$ cat config.mk
export PLATFORM = sky130hd
export DESIGN_NAME = cgn_ctrl
export DESIGN_NICKNAME = d
export VERILOG_FILES = /design/src/rtl/cgn_pkg.sv /design/src/rtl/cgn_ctrl.sv
export SDC_FILE = /design/constraint.sdc
export NUM_CORES = 1
export LEC_CHECK = 0
export ABC_CLOCK_PERIOD_IN_PS = 1550
export BUFFER_PORTS_ARGS = -buffer_cell sky130_fd_sc_hd__buf_2
export CAP_MARGIN = 30
export CORE_AREA = 2 2 39 41
export CTS_CLUSTER_DIAMETER = 120
export DETAILED_ROUTE_END_ITERATION = 8
export DIE_AREA = 0 0 41 43
export PLACE_DENSITY_LB_ADDON = 0.1
export SYNTH_ARGS = -nofsm -noshare
export SYNTH_HDL_FRONTEND = slang
export SYNTH_SLANG_ARGS = --single-unit
$ cat constraint.sdc
create_clock -name aclk -period 1.55 [get_ports aclk]
set_clock_uncertainty 0.2 [all_clocks]
set_input_delay 0.0775 -clock aclk [delete_from_list [all_inputs] [get_ports aclk]]
set_output_delay 0.0775 -clock aclk [all_outputs]
set_load 0.01 [all_outputs]
$ cat src/rtl/cgn_pkg.sv
`default_nettype none
package cgn_pkg;

    // Frame size limits
    localparam int MAX_WIDTH  = 2048;
    localparam int MAX_HEIGHT = 2048;
    localparam int COL_W      = $clog2(MAX_WIDTH);
    localparam int ROW_W      = $clog2(MAX_HEIGHT);
    localparam int SIZE_W     = 12;
    localparam logic [SIZE_W-1:0] MIN_SIZE     = 12'd3;
    localparam logic [SIZE_W-1:0] RESET_WIDTH  = 12'd640;
    localparam logic [SIZE_W-1:0] RESET_HEIGHT = 12'd480;

    // Pixel data widths
    localparam int GRAD_W  = 11;
    localparam int SQ_W    = 22;
    localparam int MAG_W   = 8;
    localparam int SEC_W   = 2;
    localparam int ENTRY_W = MAG_W + SEC_W;
    localparam int BIT_W   = $clog2(MAG_W);

    // Magnitude saturation threshold: at or above this n, round(sqrt(n)) >= 255
    localparam logic [SQ_W-1:0] SAT_N = 22'd65281;

    // Direction sectors
    localparam logic [SEC_W-1:0] SEC_0   = 2'd0;
    localparam logic [SEC_W-1:0] SEC_45  = 2'd1;
    localparam logic [SEC_W-1:0] SEC_90  = 2'd2;
    localparam logic [SEC_W-1:0] SEC_135 = 2'd3;

    // Register indexes
    localparam logic REG_WIDTH  = 1'b0;
    localparam logic REG_HEIGHT = 1'b1;

    // Controller to datapath
    typedef struct packed {
        logic load;
        logic square;
        logic root_step;
        logic finish;
        logic supp;
        logic second;
    } cmd_t;

    // Datapath to controller
    typedef struct packed {
        logic root_last;
        logic emit;
        logic last_col;
    } status_t;

endpackage
`default_nettype wire

$ cat src/rtl/cgn_ctrl.sv
`default_nettype none
module cgn_ctrl (
    input  wire logic              aclk,
    input  wire logic              aresetn,
    input  wire logic              s_valid,
    output logic                   s_ready,
    output logic                   m_valid,
    input  wire logic              m_ready,
    input  wire cgn_pkg::status_t  status,
    output cgn_pkg::cmd_t          cmd
);

    localparam logic [2:0] ST_IDLE = 3'd0;
    localparam logic [2:0] ST_SQ   = 3'd1;
    localparam logic [2:0] ST_ROOT = 3'd2;
    localparam logic [2:0] ST_FIN  = 3'd3;
    localparam logic [2:0] ST_SUPP = 3'd4;
    localparam logic [2:0] ST_OUT1 = 3'd5;
    localparam logic [2:0] ST_OUT2 = 3'd6;

    logic [2:0] state_reg, state_next;

    // Next state and commands
    always_comb begin
        state_next    = state_reg;
        cmd           = '0;
        s_ready       = 1'b0;
        m_valid       = 1'b0;
        case (state_reg)
            ST_IDLE: begin
                s_ready  = 1'b1;
                cmd.load = s_valid;
                if (s_valid) begin
                    state_next = ST_SQ;
                end
            end
            ST_SQ: begin
                cmd.square = 1'b1;
                state_next = ST_ROOT;
            end
            ST_ROOT: begin
                cmd.root_step = 1'b1;
                if (status.root_last) begin
                    state_next = ST_FIN;
                end
            end
            ST_FIN: begin
                cmd.finish = 1'b1;
                state_next = ST_SUPP;
            end
            ST_SUPP: begin
                cmd.supp   = 1'b1;
                state_next = status.emit ? ST_OUT1 : ST_IDLE;
            end
            ST_OUT1: begin
                m_valid = 1'b1;
                if (m_ready) begin
                    state_next = status.last_col ? ST_OUT2 : ST_IDLE;
                end
            end
            ST_OUT2: begin
                m_valid    = 1'b1;
                cmd.second = 1'b1;
                if (m_ready) begin
                    state_next = ST_IDLE;
                end
            end
            default: begin
                state_next = ST_IDLE;
            end
        endcase
    end

    always_ff @(posedge aclk) begin
        if (!aresetn) begin
            state_reg <= ST_IDLE;
        end else begin
            state_reg <= state_next;
        end
    end

`ifndef SYNTH
    // Input is never taken while a result is pending
    a_no_overlap: assert property (@(posedge aclk) disable iff (!aresetn)
        !(s_ready && m_valid))
        else $error("input ready while result pending");

    // The root iteration ends in the finish step
    a_root_done: assert property (@(posedge aclk) disable iff (!aresetn)
        (state_reg == ST_ROOT && status.root_last) |=> (state_reg == ST_FIN))
        else $error("root iteration did not finish");

    // The second result only follows the first one of a last-column item
    a_second: assert property (@(posedge aclk) disable iff (!aresetn)
        (state_reg == ST_OUT2) |->
            ($past(state_reg) == ST_OUT1 || $past(state_reg) == ST_OUT2))
        else $error("second result out of order");

    // An accepted item starts its squaring step
    a_accept: assert property (@(posedge aclk) disable iff (!aresetn)
        (s_valid && s_ready) |=> (state_reg == ST_SQ))
        else $error("accepted item not started");
`endif

endmodule
`default_nettype wire

# After elaboration in Yosys (flattened, before gate mapping)

Cells that the tools add are included.

Register bits: 3
Bits in latches: 0
Memory bits (writable): 0
Bits in read-only memories: 0
Output and inout port bits: 8
Memories: 0

Add/sub/neg operators: 0
$mul: 0
Div/mod/pow operators: 0
Order comparisons: 0
Equality and inequality tests: 10
Shift-type cells: 0
Multiplexer cells: 15
Bitwise gates (word level): 0
Reductions and logical operators: 3

Operators by type and width:

| cell                                                | number |
|---|---|
| one-hot mux 3 bit (7 select lines)                  | 1 |
| two-way mux 3 bit                                   | 6 |
| equality test 3 bit, second input constant          | 3 |
| two-way mux 1 bit                                   | 8 |
| != test 2 bit, second input constant                | 4 |
| equality test 3 x 2 -> 1 bit, second input constant | 2 |
| AND reduction 4 bit                                 | 1 |
| equality test 3 x 1 -> 1 bit, second input constant | 1 |
| logical NOT 3 bit                                   | 1 |
| OR reduction 2 bit                                  | 1 |

# Logic depth before layout (Yosys ltp)

Depth in word-level cells: 3
Mapped depth: 5
Mapped depth without buffers: 4

# Least setup slack after synthesis

No wires, ideal clock.

Kind: flip-flop to flip-flop
From: register state_reg[0]
To: register state_reg[2]
Data arrival time: 1.066 ns
Required time: 1.225 ns
Setup slack: 0.159 ns
Cell stages (with the launch flop): 5
Period minus slack after synthesis: 1.391 ns
Path through: dfxtp_1 > or4_1 > o21a_1 > o311ai_2 > a21boi_2

Cells in the longest elaborated chain, start to end: 3
Elaborated cells on any way between the ends: 13
Those cells by class: eq/ne (10); mux (1); reduce/logical (2)

RTL lines:

| what                                                 | line           | RTL |
|---|---|---|
| start: declaration                                   | cgn_ctrl.sv:21 | `logic [2:0] state_reg, state_next;` |
| start signal: assignment                             | cgn_ctrl.sv:78 | `state_reg <= state_next;` |
| equality test 3 x 2 -> 1 bit (tied with other cells) | cgn_ctrl.sv:29 | `case (state_reg)` |
| != test 2 bit (no source line)                       | -              |  |
| AND reduction 4 bit (no source line)                 | -              |  |

Parallel ways exist; a longest one is shown, timed or not.
A chain may end at the register's enable or synchronous reset.

# Final worst setup path

From: register state_reg[2]
To: register state_reg[2]

The elaborated chain is that of the path after synthesis.

==> flow_summary.ini <==
[cts]
clkTransAtPathRegs_ns = 0.03
cts_buffers = 3
root_buffer = clkbuf_4
clk_path_buf_depth = 2
cts_sinks = 3
clkLatencyLatePin_ns = 0.23
htreeDepth = 1
cts_tree = done

[logic_synthesis]
synth.distinct_cells = 19
synth-main-ff-cell = dfxtp_1
synth_seq_cells = 3
yosysWarnings = 0
yosys-top-cells-area = dfxtp_1 21%, nor3b_1 11%, nand2b_1 8.9%
synth_top_area_share_pct = 21.43
yosysTopAreaCell = dfxtp_1
syn_area_per_cell_um2 = 7.785
async_flop_share_pct = 0
synth_edf_count = 0
netlist_area_um2 = 280.3
synthCells = 36
ys_seq_area_share_pct = 21.43
yosys-top-cells-count = 4 x nand2b_1, 4 x nor3b_1, 3 x a21oi_1, 3 x dfxtp_1, 3 x nand2_1
syn_nets = 43

[power_and_ir_drop]
pwr-share-seq_pct = 24.5
power_frac_clock_pct = 32.7
pwr-share-comb_pct = 42.9
p_int_uw = 282.1
ir_worst_vdd_mv = 0.3930
p_sw_share_pct = 31.34
cellPowerDensity_nw_per_um2 = 868.7
p_leak_uw = 0.0002289
p_sw_uw = 128.8

[flow_run]
cap_violations = 0

[floorplanning]
start_util_pct = 20.25
pin_count = 15
fp.dieH_um = 43
die_area_um2 = 1763
core_area_um2 = 1384
die_w_um = 41
rows = 14

[setup_path]
cp.arrival_ns = 1.38
cp_max_fo = 7
reg2reg_from = state_reg[2]
end_kind = register
required_ns = 1.46
criticalPathCategory = register to register
critPathLaunch = state_reg[2]
worstSetupStartpointType = register

[timing]
fin_crit_ns = 1.470
period_share_pct = 94.81
setup_viol = 0
max_freq_mhz = 680.5
final_hold_viol_count = 0
slew_headroom_pct = 83.99
tightest_slew_ns = 0.2398
holdWs_ns = 0.04294
drv_slew = 0
setup_slack_ns = 0.08043

[route]
ant_nets = 0
drc = 0
drt-vias-per-instance = 4.547
drt_iter0_drc = 3
vias = 341
wl_per_cell_um = 10.20
first_pass_iters = 4
drt_wl_total_um = 765

[global_route]
grt_usage_pct = 10.41
grt_pass1_vias = 323
antenna_found_initial = 0
grt_pass1_wl_um = 1242
grt_max_degree = 13
grt-ovfl-total = 0

[finish]
syn_to_final_growth_pct = 68.75
largest_reg_flops = 3
final_layout_size_suffix_gt1_share_pct = 49.15
n_antenna_cell = 0
fillCellCount = 163
fin_nets = 67
fin_area_um2 = 473.0

[min_path]
min_from = status[0]
hold_class = input pin to register

[place]
gp_congestion = 0.7633
post-place-ws_ns = 0.09173
placedInstanceArea_um2 = 386.6
numPortBuffers = 14
place_hpwl_um = 584.7

[status]
status = finished, final reports clean
## metal layers
| layer | vias to the layer above | GRT usage, % | part of all wire (%) |
|---|---|---|---|
| met4 | 0 | 8.000 | 1.0 |
| met3 | 2 | 3.141 | 5.1 |
| met5 | - | 0 | 0 |
| li1 | 174 | - | - |
| met1 | 156 | 12.74 | 41 |
| met2 | 9 | 14.37 | 52 |
## area by class of cell
cell class | instances | area (µm²) | area share (%)
multi-input combinational | 30 | 221.5 | 46.83
timing repair buffer | 22 | 140.1 | 29.63
sequential | 3 | 65.06 | 13.76
clock buffer | 4 | 26.28 | 5.556
tap | 16 | 20.02 | 4.233
## critical path: stages (launching register included)
cell      delay [ns]
dfxtp_1         0.35
or4_1           0.51
o21a_1          0.14
o311ai_2        0.07
a21boi_2        0.07
## power groups by stage
stage          registers, µW  clock network (µW)  logic (µW)
2_1_floorplan           92.6                   0        96.0
3_3_place_gp            96.3                   0         146
3_5_place_dp            96.6                   0         144
4_1_cts                 96.3                 141         149
5_1_grt                  102                 149         196
6_report                 100                 134         176
## final timing paths
kind | to | slack [ns] | cells after the start
worst max-delay path | state_reg[2] | 0.08 | 4
worst min-delay path | state_reg[1] | 0.04 | 4
worst max register to register | state_reg[2] | 0.08 | 4
worst min register to register | state_reg[0] | 0.48 | 3
## per-stage QoR
step,TNS [ns],total power [µW],util (%),instances
after detailed placement,0,240.6,27.94,67
after CTS,0,385.9,31.37,73
after global routing,-0.01024,446.9,34.18,75
after floorplan,0,188.6,-,36
after global placement,0,242.3,27.94,67
final,0,410.8,34.18,75
## repair_timing
action | CTS | global route
hold endpoints to repair | 3 | 0
endpoints found under the setup margin | 1 | 1
resized for setup | 1 | 6
hold buffers | 2 | 0
buffers inserted | 0 | 1
cloned | 0 | 1
## cell families after synthesis
kind of cell,share of synthesized area (%)
AOI/OAI and AO/OA,25.00
and+or+nand+nor,48.66
buffers and inverters,4.910
DFF,21.43
## layout by cell type, fill, tap and decap left out
cell type      count
clkbuf_4           3
dfxtp_1            1
buf_6              2
or4_1              1
o21ai_1            1
nand2b_4           2
a21oi_1            3
o311ai_2           1
a21boi_1           1
nor3b_1            4
nand2b_1           2
buf_2             15
o21a_1             2
nand3_1            1
nor2b_1            2
buf_4              3
and4b_1            1
and2_1             2
nand2_1            3
and3b_1            2
dfxtp_4            1
a21boi_2           1
clkbuf_1           1
dfxtp_2            1
nor3_1             1
dlygate4sd3_1      2
No activity file was read; power rests on OpenSTA's default activity.
